--- src/sv/dpf_pkg.sv ---
// ----------------------------------------------------------------------------
// dpf_pkg
// Shared types, constants and helpers of the detection proposal filter.
// ----------------------------------------------------------------------------
`default_nettype none

package dpf_pkg;

    localparam int VALUE_W      = 32;
    localparam int SCORE_W      = 31;
    localparam int CLASS_W      = 7;
    localparam int THRESH_W     = 17;
    localparam int COUNT_W      = 8;
    localparam int POS_W        = 8;
    localparam int BOX_VALUES   = 4;
    localparam int MAX_CLASSES  = 128;

    localparam int RESULT_BITS  = 4 * VALUE_W + SCORE_W + CLASS_W;
    localparam int RESULT_W     = ((RESULT_BITS + 7) / 8) * 8;

    localparam logic [THRESH_W-1:0] THRESH_RESET = THRESH_W'(32768);
    localparam logic [COUNT_W-1:0]  COUNT_RESET  = COUNT_W'(80);
    localparam logic [COUNT_W-1:0]  COUNT_MAX    = COUNT_W'(MAX_CLASSES);

    // register indexes, taken from paddr[2]
    localparam logic REG_THRESHOLD   = 1'b0;
    localparam logic REG_CLASS_COUNT = 1'b1;

    typedef struct packed {
        logic [CLASS_W-1:0]        class_index;
        logic [SCORE_W-1:0]        best_score;
        logic signed [VALUE_W-1:0] bottom_y;
        logic signed [VALUE_W-1:0] right_x;
        logic signed [VALUE_W-1:0] top_y;
        logic signed [VALUE_W-1:0] left_x;
    } result_t;

    typedef struct packed {
        logic [THRESH_W-1:0] score_threshold;
        logic [COUNT_W-1:0]  class_count;
    } cfg_t;

    // clamp a 33-bit signed sum to the 32-bit signed range
    function automatic logic [VALUE_W-1:0] sat32(input logic signed [VALUE_W:0] v);
        logic [VALUE_W-1:0] r;
        if (v[VALUE_W] != v[VALUE_W-1]) begin
            r = v[VALUE_W] ? {1'b1, {(VALUE_W-1){1'b0}}} : {1'b0, {(VALUE_W-1){1'b1}}};
        end else begin
            r = v[VALUE_W-1:0];
        end
        return r;
    endfunction

endpackage

`default_nettype wire

--- src/sv/dpf_core.sv ---
// ----------------------------------------------------------------------------
// dpf_core
// Per-proposal tracking: stores the box, keeps the best class score and forms
// the thresholded corner result on the last element of a proposal.
// ----------------------------------------------------------------------------
`default_nettype none

module dpf_core import dpf_pkg::*; (
    input  wire logic                       aclk,
    input  wire logic                       aresetn,
    input  wire cfg_t                       cfg,
    input  wire logic                       in_accept,
    input  wire logic signed [VALUE_W-1:0]  in_value,
    output logic                            emit,
    output result_t                         result
);

    logic [POS_W-1:0]          pos_reg,   pos_next;
    logic signed [VALUE_W-1:0] box_reg [BOX_VALUES];
    logic signed [VALUE_W-1:0] score_reg, score_next;
    logic [CLASS_W-1:0]        class_reg, class_next;
    logic                      seen_reg,  seen_next;

    logic [COUNT_W-1:0]        count_eff;
    logic [POS_W-1:0]          last_pos;
    logic                      in_box;
    logic                      at_end;
    logic                      better;
    logic signed [VALUE_W-1:0] half_w, half_h;

    always_comb begin
        count_eff  = (cfg.class_count > COUNT_MAX) ? COUNT_MAX : cfg.class_count;
        last_pos   = POS_W'(count_eff) + POS_W'(3);
        in_box     = (pos_reg < POS_W'(BOX_VALUES));
        at_end     = (pos_reg >= last_pos);
        better     = !in_box && (in_value > score_reg);

        score_next = better ? in_value : score_reg;
        class_next = better ? CLASS_W'(pos_reg - POS_W'(BOX_VALUES)) : class_reg;
        seen_next  = seen_reg || better;
        pos_next   = at_end ? '0 : pos_reg + POS_W'(1);

        emit = in_accept && at_end && seen_next &&
               ($signed({score_next[VALUE_W-1], score_next}) >
                $signed({{(VALUE_W+1-THRESH_W){1'b0}}, cfg.score_threshold}));

        // box values are all stored before any class can be seen
        half_w = box_reg[2] >>> 1;
        half_h = box_reg[3] >>> 1;
        result.left_x      = sat32({box_reg[0][VALUE_W-1], box_reg[0]} -
                                   {half_w[VALUE_W-1], half_w});
        result.top_y       = sat32({box_reg[1][VALUE_W-1], box_reg[1]} -
                                   {half_h[VALUE_W-1], half_h});
        result.right_x     = sat32({box_reg[0][VALUE_W-1], box_reg[0]} +
                                   {half_w[VALUE_W-1], half_w});
        result.bottom_y    = sat32({box_reg[1][VALUE_W-1], box_reg[1]} +
                                   {half_h[VALUE_W-1], half_h});
        result.best_score  = score_next[SCORE_W-1:0];
        result.class_index = class_next;
    end

    always_ff @(posedge aclk) begin
        if (!aresetn) begin
            pos_reg   <= '0;
            score_reg <= '0;
            class_reg <= '0;
            seen_reg  <= 1'b0;
            for (int i = 0; i < BOX_VALUES; i++) begin
                box_reg[i] <= '0;
            end
        end else if (in_accept) begin
            if (in_box) begin
                box_reg[pos_reg[1:0]] <= in_value;
            end
            pos_reg <= pos_next;
            // clear tracking at the end of a proposal
            if (at_end) begin
                score_reg <= '0;
                class_reg <= '0;
                seen_reg  <= 1'b0;
            end else begin
                score_reg <= score_next;
                class_reg <= class_next;
                seen_reg  <= seen_next;
            end
        end
    end

endmodule

`default_nettype wire

--- src/sv/detection_proposal_filter_top.sv ---
// Output: the result of a proposal is registered into the output stage, or into
// the skid entry while that stage stalls, when its last element is accepted.
// Throughput: one input value per cycle in a single registered pass, unless both
// output entries are full; a two-entry output stage keeps input flowing while a result waits.
// Reset: aresetn (synchronous, active low) clears tracking, box values, the
// output stage, and restores the threshold to 0.5 and the class count to 80.
// ----------------------------------------------------------------------------
// detection_proposal_filter_top
// Decodes a stream of detection proposals into thresholded boxes, with an
// APB-style register port.
// ----------------------------------------------------------------------------
`default_nettype none

module detection_proposal_filter_top import dpf_pkg::*; (
    input  wire logic                 aclk,
    input  wire logic                 aresetn,
    // configuration port
    input  wire logic                 psel,
    input  wire logic                 penable,
    input  wire logic                 pwrite,
    input  wire logic [2:0]           paddr,
    input  wire logic [31:0]          pwdata,
    output logic [31:0]               prdata,
    output logic                      pready,
    // input stream
    input  wire logic                 s_tvalid,
    output logic                      s_tready,
    input  wire logic [VALUE_W-1:0]   s_tdata,   // [31:0] value
    // result stream
    output logic                      m_tvalid,
    input  wire logic                 m_tready,
    output logic [RESULT_W-1:0]       m_tdata    // [31:0] left_x, [63:32] top_y,
                                                 // [95:64] right_x, [127:96] bottom_y,
                                                 // [158:128] best_score,
                                                 // [165:159] class_index, zero pad
);

    cfg_t    cfg_reg;
    logic    wr_en;
    logic    in_accept;
    logic    emit;
    result_t result;

    result_t out_reg;
    logic    out_valid_reg;
    result_t skid_reg;
    logic    skid_valid_reg;
    logic    out_free;

    // register port
    assign pready = 1'b1;
    assign wr_en  = psel && penable && pwrite;

    always_ff @(posedge aclk) begin
        if (!aresetn) begin
            cfg_reg.score_threshold <= THRESH_RESET;
            cfg_reg.class_count     <= COUNT_RESET;
        end else if (wr_en) begin
            case (paddr[2])
                REG_THRESHOLD:   cfg_reg.score_threshold <= pwdata[THRESH_W-1:0];
                REG_CLASS_COUNT: cfg_reg.class_count     <= pwdata[COUNT_W-1:0];
                default: ;
            endcase
        end
    end

    always_comb begin
        case (paddr[2])
            REG_THRESHOLD:   prdata = {{(32-THRESH_W){1'b0}}, cfg_reg.score_threshold};
            REG_CLASS_COUNT: prdata = {{(32-COUNT_W){1'b0}}, cfg_reg.class_count};
            default:         prdata = '0;
        endcase
    end

    // input side stalls only when both output entries are full
    assign s_tready  = !skid_valid_reg;
    assign in_accept = s_tvalid && s_tready;

    dpf_core u_core (
        .aclk      (aclk),
        .aresetn   (aresetn),
        .cfg       (cfg_reg),
        .in_accept (in_accept),
        .in_value  (s_tdata),
        .emit      (emit),
        .result    (result)
    );

    assign out_free = !out_valid_reg || m_tready;

    always_ff @(posedge aclk) begin
        if (!aresetn) begin
            out_valid_reg  <= 1'b0;
            skid_valid_reg <= 1'b0;
        end else if (out_free) begin
            if (skid_valid_reg) begin
                out_valid_reg  <= 1'b1;
                skid_valid_reg <= 1'b0;
            end else begin
                out_valid_reg  <= emit;
            end
        end else if (emit) begin
            // hold the new result behind the stalled one
            skid_valid_reg <= 1'b1;
        end
    end

    always_ff @(posedge aclk) begin
        if (out_free) begin
            out_reg <= skid_valid_reg ? skid_reg : result;
        end else if (emit) begin
            skid_reg <= result;
        end
    end

    assign m_tvalid = out_valid_reg;
    assign m_tdata  = {{(RESULT_W-RESULT_BITS){1'b0}}, out_reg};

endmodule

`default_nettype wire
--- config.mk ---
export PLATFORM = sky130hd
export DESIGN_NAME = detection_proposal_filter_top
export DESIGN_NICKNAME = d
export VERILOG_FILES = /design/src/sv/dpf_pkg.sv /design/src/sv/dpf_core.sv /design/src/sv/detection_proposal_filter_top.sv
export SDC_FILE = /design/constraint.sdc
export NUM_CORES = 1
export LEC_CHECK = 0
export BUFFER_PORTS_ARGS = -buffer_cell sky130_fd_sc_hd__buf_2
export CORE_ASPECT_RATIO = 1.25
export CORE_MARGIN = 2
export CORE_UTILIZATION = 50
export CTS_CLUSTER_SIZE = 30
export DETAILED_ROUTE_END_ITERATION = 16
export GPL_ROUTABILITY_DRIVEN = 0
export PLACE_DENSITY_LB_ADDON = 0.15
export SYNTH_ARGS = -nofsm -noshare
export SYNTH_HDL_FRONTEND = slang
export SYNTH_HIERARCHICAL = 1
export SYNTH_SLANG_ARGS = --single-unit
--- constraint.sdc ---
create_clock -name aclk -period 19.74 [get_ports aclk]
set_input_delay 0.987 -clock aclk [delete_from_list [all_inputs] [get_ports aclk]]
set_output_delay 0.987 -clock aclk [all_outputs]
set_load 0.005 [all_outputs]
==> summary.md, run 1 <==
| Metric | Value |
|---|---|
| Status | completed |
| Layout cells sized above 1 | 0.2106 |
| Sequential share of power | 0.459 |
| Port Buf Inserts | 241 |
| Overall fraction of global-route tracks in use | 0.2300 |
| Fin. Hold Viols | 0 |
| Cell Rows | 101 |
| Mapped Cells | 2,707 |
| Sw frac | 0.2756 |
| Min Tclk post-route | 7016 ps |
| FFs w/ async S/R, synth | 0 |
| Placed Cells | 3,633 |
| Reg2reg path depth | 24 |
| Setup TNS | 0 ps |
| Pins Over Slew Limit | 0 |
| Worst slew margin | 0.2282 |
| Clock power share | 0.318 |
| Slowest CP cell | buf_4 |
| Post-route DRC | 0 |
| Util after Layout | 0.5606 |
| Largest net degree at the start of global routing | 96 |
| Post-CTS setup buffers | 0 |
| CTS clk-pin slew, worst paths | 60 ps |
| Number of global-route vias before repair | 20,990 |
| Pint | 2219 uW |
| Max clock buf depth | 3 |
| Routed Antenna Nets | 0 |
| Core footprint | 0.06091 sq mm |
| Critical R2R Capture | skid_reg[92] |
| YS warnings | 6 |
| Classification of the worst-slack hold path | flip-flop to flip-flop |
| Layout Nets | 3,130 |
| Clock buffer count from CTS | 52 |
| Commonest non-fill, non-tap cell in the layout | edfxtp_1 |
| Power Density | 89.70 mW/mm^2 |
| TritonCTS Sinks | 533 |
| Worst VDD drop | 0.06134 mV |
| First-pass iteration count of the detailed router | 5 |
| Hold_sp | cfg_reg[24] |
| CP arrival | 7240 ps |
| Startpoint Class | input pin |
| Design Area, Final | 0.03415 sq mm |
| CP max stage delay | 780 ps |
| Seq cells post-synth | 533 |
| Crit path top cell by count | a21o_1 |
| WP data required | 19,960 ps |
| Filler Cell Count | 5,274 |
| Initial antenna violation count | 9 |
| R2R Setup Slk | 12,800 ps |
| Combinational share of power | 0.223 |
| Non-filler cells, final | 3,736 |
| Yosys cell types | 101 |
| CTS Hold Buffers Added | 0 |
| Wire length per cell | 19.76 um |
| Iter 0 DRT Violations | 1,395 |
| Top FF cell, synth | edfxtp_1 |
| Root Driver | clkbuf_16 |
| Lkg Pwr | 0.01329 uW |
| CP cell instances | buf_2 > ha_1 > a21o_1 > a21o_1 > a21o_1 > a221o_1 > a221o_1 > a211o_1 > o21ai_4 > buf_4 > o21ai_0 > ha_1 > a21o_1 > a21o_1 > a21oi_1 > o21ai_0 > a21oi_1 > nor2b_1 > o41ai_1 > a221oi_2 > inv_1 > nor2_4 > buf_4 > buf_4 |
| Worst Hold End | cfg_reg[24] |
| Seq/Total Area, Yosys | 0.4934 |
| Post-DP HPWL | 54,110 um |
| Area Overhead vs Synth | 10.44% |
| Skew final | 26.89 ps |
| Starting Density | 0.5076 |
| Post-CTS Resized | 0 |
| Syn avg cell area | 11.42 sq um |
| EDFF count, synth | 458 |
| FF+latch area | 0.01526 sq mm |
| Crit path max fanout | 70 |
| Most frequent cells in the layout | edfxtp_1, buf_2, inv_1 |
| Area of the multi-input gates | 0.01398 sq mm |
| Crit. Startpoint | s_tdata[17] |
| Htree depth | 2 |
| Crit. End Element | flip-flop |
| Net Sw Power | 844.3 uW |
| Fmax | 142.5 MHz |
| Die area | 0.06386 sq mm |
| Die W | 226.4 um |
| Vias | 20,970 |
| First-pass GRT wire length | 115,600 um |
| Final setup viols | 0 |
| RSZ-0062 raised after global routing | no |
| Placed Area | 0.03249 sq mm |
| Worst Setup Path Type | input pin to flip-flop |
| Routed vias/inst | 5.612 |
| I/O Pins | 277 |
| CTS tree | done |
| Clk Latency, worst-skew pair | 620 ps |
| Die H | 282.0 um |
| Max_cap viols | 0 |
| Post-Syn Area | 0.03092 sq mm |
| Grt total ovfl | 0 |
| Worst-margin pin slew | 1155 ps |
| RR Startpoint | u_core/score_reg[17] |
| Final period util | 0.3554 |
| Overall routed net length | 73,820 um |
| Worst Hold Depth | 2 |
[per-stage QoR]
step / total power [uW] / hold slack, ps / worst slack, ps
CTS: 3098 / 477.0 / 12760
floorplan: 1888 / 439.9 / 3653
global placement: 2106 / 459.7 / 12200
finish: 3063 / 471.8 / 12720
global route: 3208 / 507.7 / 12380
detailed placement: 2118 / 469.6 / 12160
[per-layer routing]
layer	up-vias	wire (um)	track usage
met4	6	2734	0.08924
met5	-	38	0
met3	155	3009	0.03075
met1	10170	30420	0.2800
met2	497	37620	0.4122
li1	10140	-	-
[synth_stat cells, types with 19 or more instances]
cell type  count  area share
buf_2         58      0.0094
a21o_1        36      0.0087
o21ai_0       97       0.016
nor4_1        84       0.017
ha_1         189       0.076
nor3_1       106       0.017
nor2b_1       27      0.0055
buf_4         29      0.0070
nand2_1      141       0.017
o21bai_1      28      0.0068
o21a_1        74       0.018
dfxtp_1       75       0.049
o31ai_1       19      0.0046
maj3_2        29       0.011
xnor2_1       96       0.027
mux2_4       100       0.049
a21oi_1      138       0.022
nand2b_1      32      0.0065
mux2i_1       30      0.0097
clkbuf_1      72      0.0087
nor3b_1       36      0.0087
mux2_2        75       0.027
nor2_1       157       0.019
inv_1        213       0.026
edfxtp_1     458        0.44
buf_6         21      0.0076
xor2_1        19      0.0054
[critical path, delay by kind of cell]
| family | cells | cell delay (ps) |
|---|---|---|
| and+or+nand+nor | 2 | 290 |
| buffers and inverters | 5 | 2090 |
| adders and majority gates | 2 | 690 |
| AOI/OAI and AO/OA | 15 | 3060 |
[power groups by stage]
| stage | combinational, uW | sequential (uW) | clock [uW] |
|---|---|---|---|
| finish | 683 | 1410 | 973 |
| global route | 748 | 1420 | 1040 |
| CTS | 688 | 1410 | 999 |
| detailed placement | 684 | 1430 | 0 |
| global placement | 675 | 1430 | 0 |
| floorplan | 450 | 1440 | 0 |
[layout make-up]
cell class / count / area share
clock buffer: 67 / 0.04100
tap: 824 / 0.03019
sequential: 533 / 0.4469
inverter: 217 / 0.02385
multi-input combinational: 1791 / 0.4093
antenna: 6 / 0.0004397
timing repair buffer: 268 / 0.04133
clock inverter: 30 / 0.007071
[kinds of logic after synthesis]
logic type,synth area share
buf+inv,0.05940
xor+xnor,0.03310
other cells,0.0002429
simple gates,0.1145
flops,0.4934
compound gates,0.1184
mux,0.08559
fa+ha+maj,0.09546
[how the worst max path moves through the flow]
stage / to / slack (ps)
after floorplan: skid_reg[0] / 3650
after global placement: skid_reg[92] / 12200
after detailed placement: skid_reg[92] / 12160
after CTS: skid_reg[92] / 12760
after global routing: skid_reg[95] / 12380
final: skid_reg[92] / 12720
(Power assumes the default switching activity.)
==> run 2: changes to the inputs <==
==> constraint.sdc (replaced) <==
create_clock -name aclk -period 5.9 [get_ports aclk]
set_input_delay 0.295 -clock aclk [delete_from_list [all_inputs] [get_ports aclk]]
set_output_delay 0.295 -clock aclk [all_outputs]
set_load 0.005 [all_outputs]
==> run 2 against run 1 <==
Combinational power grew to 3.4 times the previous value; cell area is 1.2% higher; die area is the same; utilization increased by 0.67 points; largest power group unchanged.
==> summary.md, run 2 (synthesis results as in run 1) <==
| Metric | Value |
|---|---|
| Crit path max fanout | 26 |
| Setup TNS | 0 ps |
| Initial antenna violation count | 7 |
| CP max stage delay | 470 ps |
| Layout Nets | 3,156 |
| Root Driver | clkbuf_16 |
| Crit. End Element | flip-flop |
| Most frequent cells in the layout | edfxtp_1, buf_2, inv_1 |
| I/O Pins | 277 |
| CP Buf/Inv Count | 5 |
| Layout cells sized above 1 | 0.2133 |
| Port Buf Inserts | 241 |
| Startpoint Class | flip-flop |
| Final setup viols | 0 |
| Fin. Hold Viols | 0 |
| Worst Setup Path Type | flip-flop to flip-flop |
| Placed Area | 0.03266 sq mm |
| CTS clk-pin slew, worst paths | 60 ps |
| Vias | 21,010 |
| RSZ-0062 raised after global routing | no |
| TritonCTS Sinks | 533 |
| WP data required | 6240 ps |
| Die area | 0.06386 sq mm |
| Commonest non-fill, non-tap cell in the layout | edfxtp_1 |
| Final hold slack | 159.3 ps |
| Crit path top cell by count | a21o_1 |
| Hold_sp | penable |
| Pins Over Slew Limit | 0 |
| Classification of the worst-slack hold path | input pin to flip-flop |
| Wire length per cell | 19.82 um |
| Worst path top cell family by delay | compound AO/OA/AOI/OAI gates |
| Area Overhead vs Synth | 11.76% |
| Iter 0 DRT Violations | 1,580 |
| First-pass GRT wire length | 116,600 um |
| Routed vias/inst | 5.591 |
| Htree depth | 2 |
| Routed Antenna Nets | 0 |
| Post-route DRC | 0 |
| Power Density | 301.4 mW/mm^2 |
| Largest net degree at the start of global routing | 71 |
| Overall routed net length | 74,450 um |
| Min Tclk post-route | 5221 ps |
| Post-CTS setup buffers | 0 |
| CTS tree | done |
| Design Area, Final | 0.03455 sq mm |
| Core footprint | 0.06091 sq mm |
| Cell Rows | 101 |
| Slowest CP cell | o41ai_2 |
| Crit. Startpoint | u_core/score_reg[17] |
| Starting Density | 0.5076 |
| Clock buffer count from CTS | 52 |
| Final period util | 0.8850 |
| Status | completed |
| Setup ws final | 678.8 ps |
| Max_cap viols | 0 |
| Pre-CTS WS | 692.9 ps |
| Post-DP HPWL | 55,010 um |
| RR Startpoint | u_core/score_reg[17] |
| First-pass iteration count of the detailed router | 5 |
| Max clock buf depth | 3 |
| Overall fraction of global-route tracks in use | 0.2318 |
| Fmax | 191.5 MHz |
| Lkg Pwr | 0.01347 uW |
| Worst-margin pin slew | 1165 ps |
| CP arrival | 5570 ps |
| Die W | 226.4 um |
| Die H | 282.0 um |
| Worst VDD drop | 0.2000 mV |
| Worst slew margin | 0.2215 |
| Clk Latency, worst-skew pair | 610 ps |
| Skew final | 25.53 ps |
| Number of global-route vias before repair | 20,980 |
| Grt total ovfl | 0 |
run 2: layer usage:
metal	global-route usage	part of all wire	vias to the layer above
met5	0	0.00056	-
met4	0.07979	0.033	8
met3	0.03095	0.044	132
met2	0.4133	0.51	526
met1	0.2880	0.41	10170
li1	-	-	10170
run 2: repair_timing:
item / in CTS / in global routing
gates resized for setup: 0 / 0
endpoints found under the hold margin: 25 / 0
hold buffers: 17 / 0
run 2: layout make-up:
type                    instances  area [sq um]
multi-input cells            1791         14000
repair buffers                294          1724
clock inverters                31         329.1
well taps                     824          1031
inverters                     217         814.5
clock buffers                  64          1388
diodes                          3         7.507
fillers                      5260         26360
flip-flops and latches        533         15260
run 2: stage by stage:
step | utilization | power, uW | std cells
after global routing | 0.5673 | 10880 | 3757
after global placement | 0.5362 | 7059 | 3642
final | 0.5673 | 10410 | 3757
after floorplan | - | 6320 | 2723
after CTS | 0.5672 | 10520 | 3754
after detailed placement | 0.5362 | 7091 | 3642
run 2: where the power goes:
| group | internal, uW | switching [uW] | total, uW | leakage (uW) |
|---|---|---|---|---|
| combinational | 1030 | 1270 | 2300 | 0.00743 |
| clock | 1970 | 1430 | 3400 | 0.000845 |
| sequential | 4590 | 122 | 4710 | 0.00519 |
run 2: worst paths after layout:
check | to | slack, ps | cells after the start
worst max register to register | skid_reg[25] | 680 | 25
worst max-delay path | skid_reg[25] | 680 | 25
worst min register to register | cfg_reg[15] | 480 | 2
worst min-delay path | cfg_reg[13] | 160 | 3
run 2: tightest hold or removal path: cells and delay by family:
kind / cells / cell delay, ps
and+or+nand+nor: 1 / 210
buffers and inverters: 1 / 110
muxes: 1 / 100
==> run 3: changes to the inputs <==
--- a/config.mk
+++ b/config.mk
@@ -15,5 +15,4 @@
 export PLACE_DENSITY_LB_ADDON = 0.15
 export SYNTH_ARGS = -nofsm -noshare
 export SYNTH_HDL_FRONTEND = slang
-export SYNTH_HIERARCHICAL = 1
 export SYNTH_SLANG_ARGS = --single-unit
==> run 3 against run 2 <==
Clock power down 3%; power down 2.2%; combinational power down 5%; worst hold slack worse by 95 ps; routed wire length up 3.2%; sequential power about the same; global-route usage up 1.3 points; synthesized cell count up 2.8%; utilization down 0.14 points; via count up 4.1%; clock skew up 2.5 ps; area after synthesis down 3.5%.
==> summary.md, run 3 <==
| Metric | Value |
|---|---|
| Status | completed |
| Worst-margin pin slew | 1283 ps |
| Slowest CP cell | o21ai_0 |
| Port Buf Inserts | 241 |
| CP Buf/Inv Count | 2 |
| Startpoint Class | flip-flop |
| CP max stage delay | 620 ps |
| Reg2reg path depth | 19 |
| Area leader, netlist | edfxtp_1 |
| CP arrival | 5570 ps |
| Min Tclk post-route | 5333 ps |
| Vias | 21,870 |
| YS warnings | 0 |
| Clk Latency, worst-skew pair | 630 ps |
| Adder-Cell Fraction of Synth Area | 0.08639 |
| Cell Rows | 100 |
| Layout cells sized above 1 | 0.1767 |
| Hold_sp | aresetn |
| Routed Antenna Nets | 0 |
| Die H | 277.2 um |
| Core footprint | 0.05931 sq mm |
| Power Density | 303.4 mW/mm^2 |
| CTS tree | done |
| Post-Synth Simple-Gate Area | 0.1330 |
| Fin. Hold Viols | 0 |
| Worst slew margin | 0.1398 |
| Share of the synthesized area in the top cell type | 0.4607 |
| Routed vias/inst | 5.777 |
| Most frequent cells in the layout | edfxtp_1, buf_2, nand2_1 |
| Crit path max fanout | 89 |
| Post-route DRC | 0 |
| Number of global-route vias before repair | 21,400 |
| Pre-CTS WS | 490.4 ps |
| Skew final | 28.02 ps |
| Yosys cell types | 95 |
| Synth cell count leaders | edfxtp_1, nand2_1, a21oi_1, nor2_1, ha_1 |
| Number of cells on the critical path | 19 |
| Top FF cell, synth | edfxtp_1 |
| Commonest non-fill, non-tap cell in the layout | edfxtp_1 |
| Worst path top cell family by delay | compound AO/OA/AOI/OAI gates |
| Grt total ovfl | 0 |
| Most frequent cell after synthesis | edfxtp_1 |
| Seq cells post-synth | 533 |
| Overall fraction of global-route tracks in use | 0.2450 |
| CP cell instances | inv_1 > ha_4 > nand4_1 > nor4_2 > a31oi_1 > nor2b_1 > nand4_1 > nand2_2 > o21ai_0 > ha_1 > a21oi_1 > nor2_1 > a2111oi_0 > o21ai_0 > o211ai_1 > a31oi_1 > o2111ai_1 > nor2_4 > buf_12 |
| Lkg Pwr | 0.01323 uW |
| Mapped Cells | 2,784 |
| Post-synthesis mux area share | 0.03462 |
| Post-DP HPWL | 56,590 um |
| FFs w/ async S/R, synth | 0 |
| RR Startpoint | u_core.score_reg[26] |
| First-pass GRT wire length | 120,300 um |
| Synth Area in Compound Gates | 0.1497 |
| Starting Density | 0.5033 |
| Main combinational cell family by area after synthesis | compound AO/OA/AOI/OAI gates |
| Setup ws final | 566.6 ps |
| Worst Setup Path Type | flip-flop to flip-flop |
| I/O Pins | 277 |
| TritonCTS Sinks | 533 |
| Root Driver | clkbuf_16 |
| Pins Over Slew Limit | 0 |
| Worst VDD drop | 0.2425 mV |
| Seq/Total Area, Yosys | 0.5110 |
| Worst Hold End | cfg_reg[23] |
| Wire length per cell | 20.31 um |
| Post-Syn Area | 0.02985 sq mm |
| Critical R2R Capture | skid_reg[1] |
| Top post-synthesis cells by area | edfxtp_1, ha_1, dfxtp_1, a21oi_1, mux2_2 |
| Final period util | 0.9040 |
| Worst Hold Depth | 2 |
| Filler Cell Count | 5,070 |
| First-pass iteration count of the detailed router | 5 |
| Syn avg cell area | 10.72 sq um |
| Clock buffer count from CTS | 53 |
| Fmax | 187.5 MHz |
| Initial antenna violation count | 11 |
| Design Area, Final | 0.03356 sq mm |
| Die W | 222.5 um |
| Post-CTS Resized | 0 |
| Iter 0 DRT Violations | 1,732 |
| R2R Setup Slk | 570 ps |
| WP data required | 6140 ps |
| Classification of the worst-slack hold path | input pin to flip-flop |
| Max_cap viols | 0 |
| Area Overhead vs Synth | 12.42% |
| Layout Nets | 3,241 |
| Largest net degree at the start of global routing | 126 |
| Placed Area | 0.03169 sq mm |
| Overall routed net length | 76,860 um |
| RSZ-0062 raised after global routing | no |
| Die area | 0.06169 sq mm |
| EDFF count, synth | 458 |
| Final setup viols | 0 |
| Post-Synth XOR/XNOR Area | 0.03227 |
| Crit. End Element | flip-flop |
| CTS clk-pin slew, worst paths | 60 ps |
| Max clock buf depth | 3 |
| Htree depth | 2 |
==> run 3: cell types whose count changed after synthesis, moves of 60 or more <==
cell and change:
nand2_1 +92, nor3_1 -66, and2_1 +125, a21oi_1 +63, nor4_1 -60, mux2_4 -99
==> run 3: logic make-up (layout without fill, tap and decap cells) <==
family          after synthesis  after routing
buf+inv                     360            577
other cells                   2             21
simple gates                810            810
compound gates              671            671
flops                       533            533
fa+ha+maj                   206            206
mux                          92             92
xor+xnor                    110            110
==> run 3: worst max path at each step <==
stage,startpoint,endpoint
after floorplan,u_core.score_reg[22],skid_reg[0]
after global placement,s_tdata[24],skid_reg[119]
after detailed placement,s_tdata[15],skid_reg[119]
after CTS,u_core.score_reg[26],skid_reg[1]
after global routing,u_core.score_reg[26],skid_reg[2]
final,u_core.score_reg[26],skid_reg[1]
==> run 3: layer usage <==
layer | share of wire | global-route usage | wire length, um
met5 | 0.0012 | 0 | 96
met4 | 0.030 | 0.07830 | 2293
met3 | 0.064 | 0.04286 | 4922
met2 | 0.47 | 0.4077 | 36360
met1 | 0.43 | 0.3257 | 33190
==> run 3: where the power goes <==
part	leakage (uW)	internal (uW)	switching [uW]
clock network	0.000812	1820	1470
logic	0.00720	865	1320
registers	0.00522	4580	121
total	0.0132	7270	2910
==> run 3: repair_timing <==
action / 4_1_cts / 5_1_grt
endpoints found under the hold margin: 25 / 0
setup buffers: 0 / 0
setup endpoints to repair: 0 / 0
hold buffers: 19 / 0
==> run 3: cell type report <==
cell class / instances / area (sq um) / area share
Inverter: 191 / 721.9 / 0.02151
Tap cell: 765 / 957.2 / 0.02852
Antenna cell: 3 / 7.507 / 0.0002237
Multi-Input combinational cell: 1907 / 13290 / 0.3959
Clock buffer: 64 / 1398 / 0.04164
Sequential cell: 533 / 15270 / 0.4549
Timing Repair Buffer: 288 / 1644 / 0.04899
Clock inverter: 34 / 277.8 / 0.008277
==> run 3: metrics by stage <==
stage,TNS (ps),power (uW),cells,utilization,hold WS [ps]
CTS,0,10250,3782,0.5657,26.92
global route,0,10630,3784,0.5658,38.70
detailed placement,0,6942,3665,0.5343,438.0
global placement,0,6895,3665,0.5343,431.1
floorplan,-784690,6131,2800,-,419.2
finish,0,10180,3785,0.5659,64.49
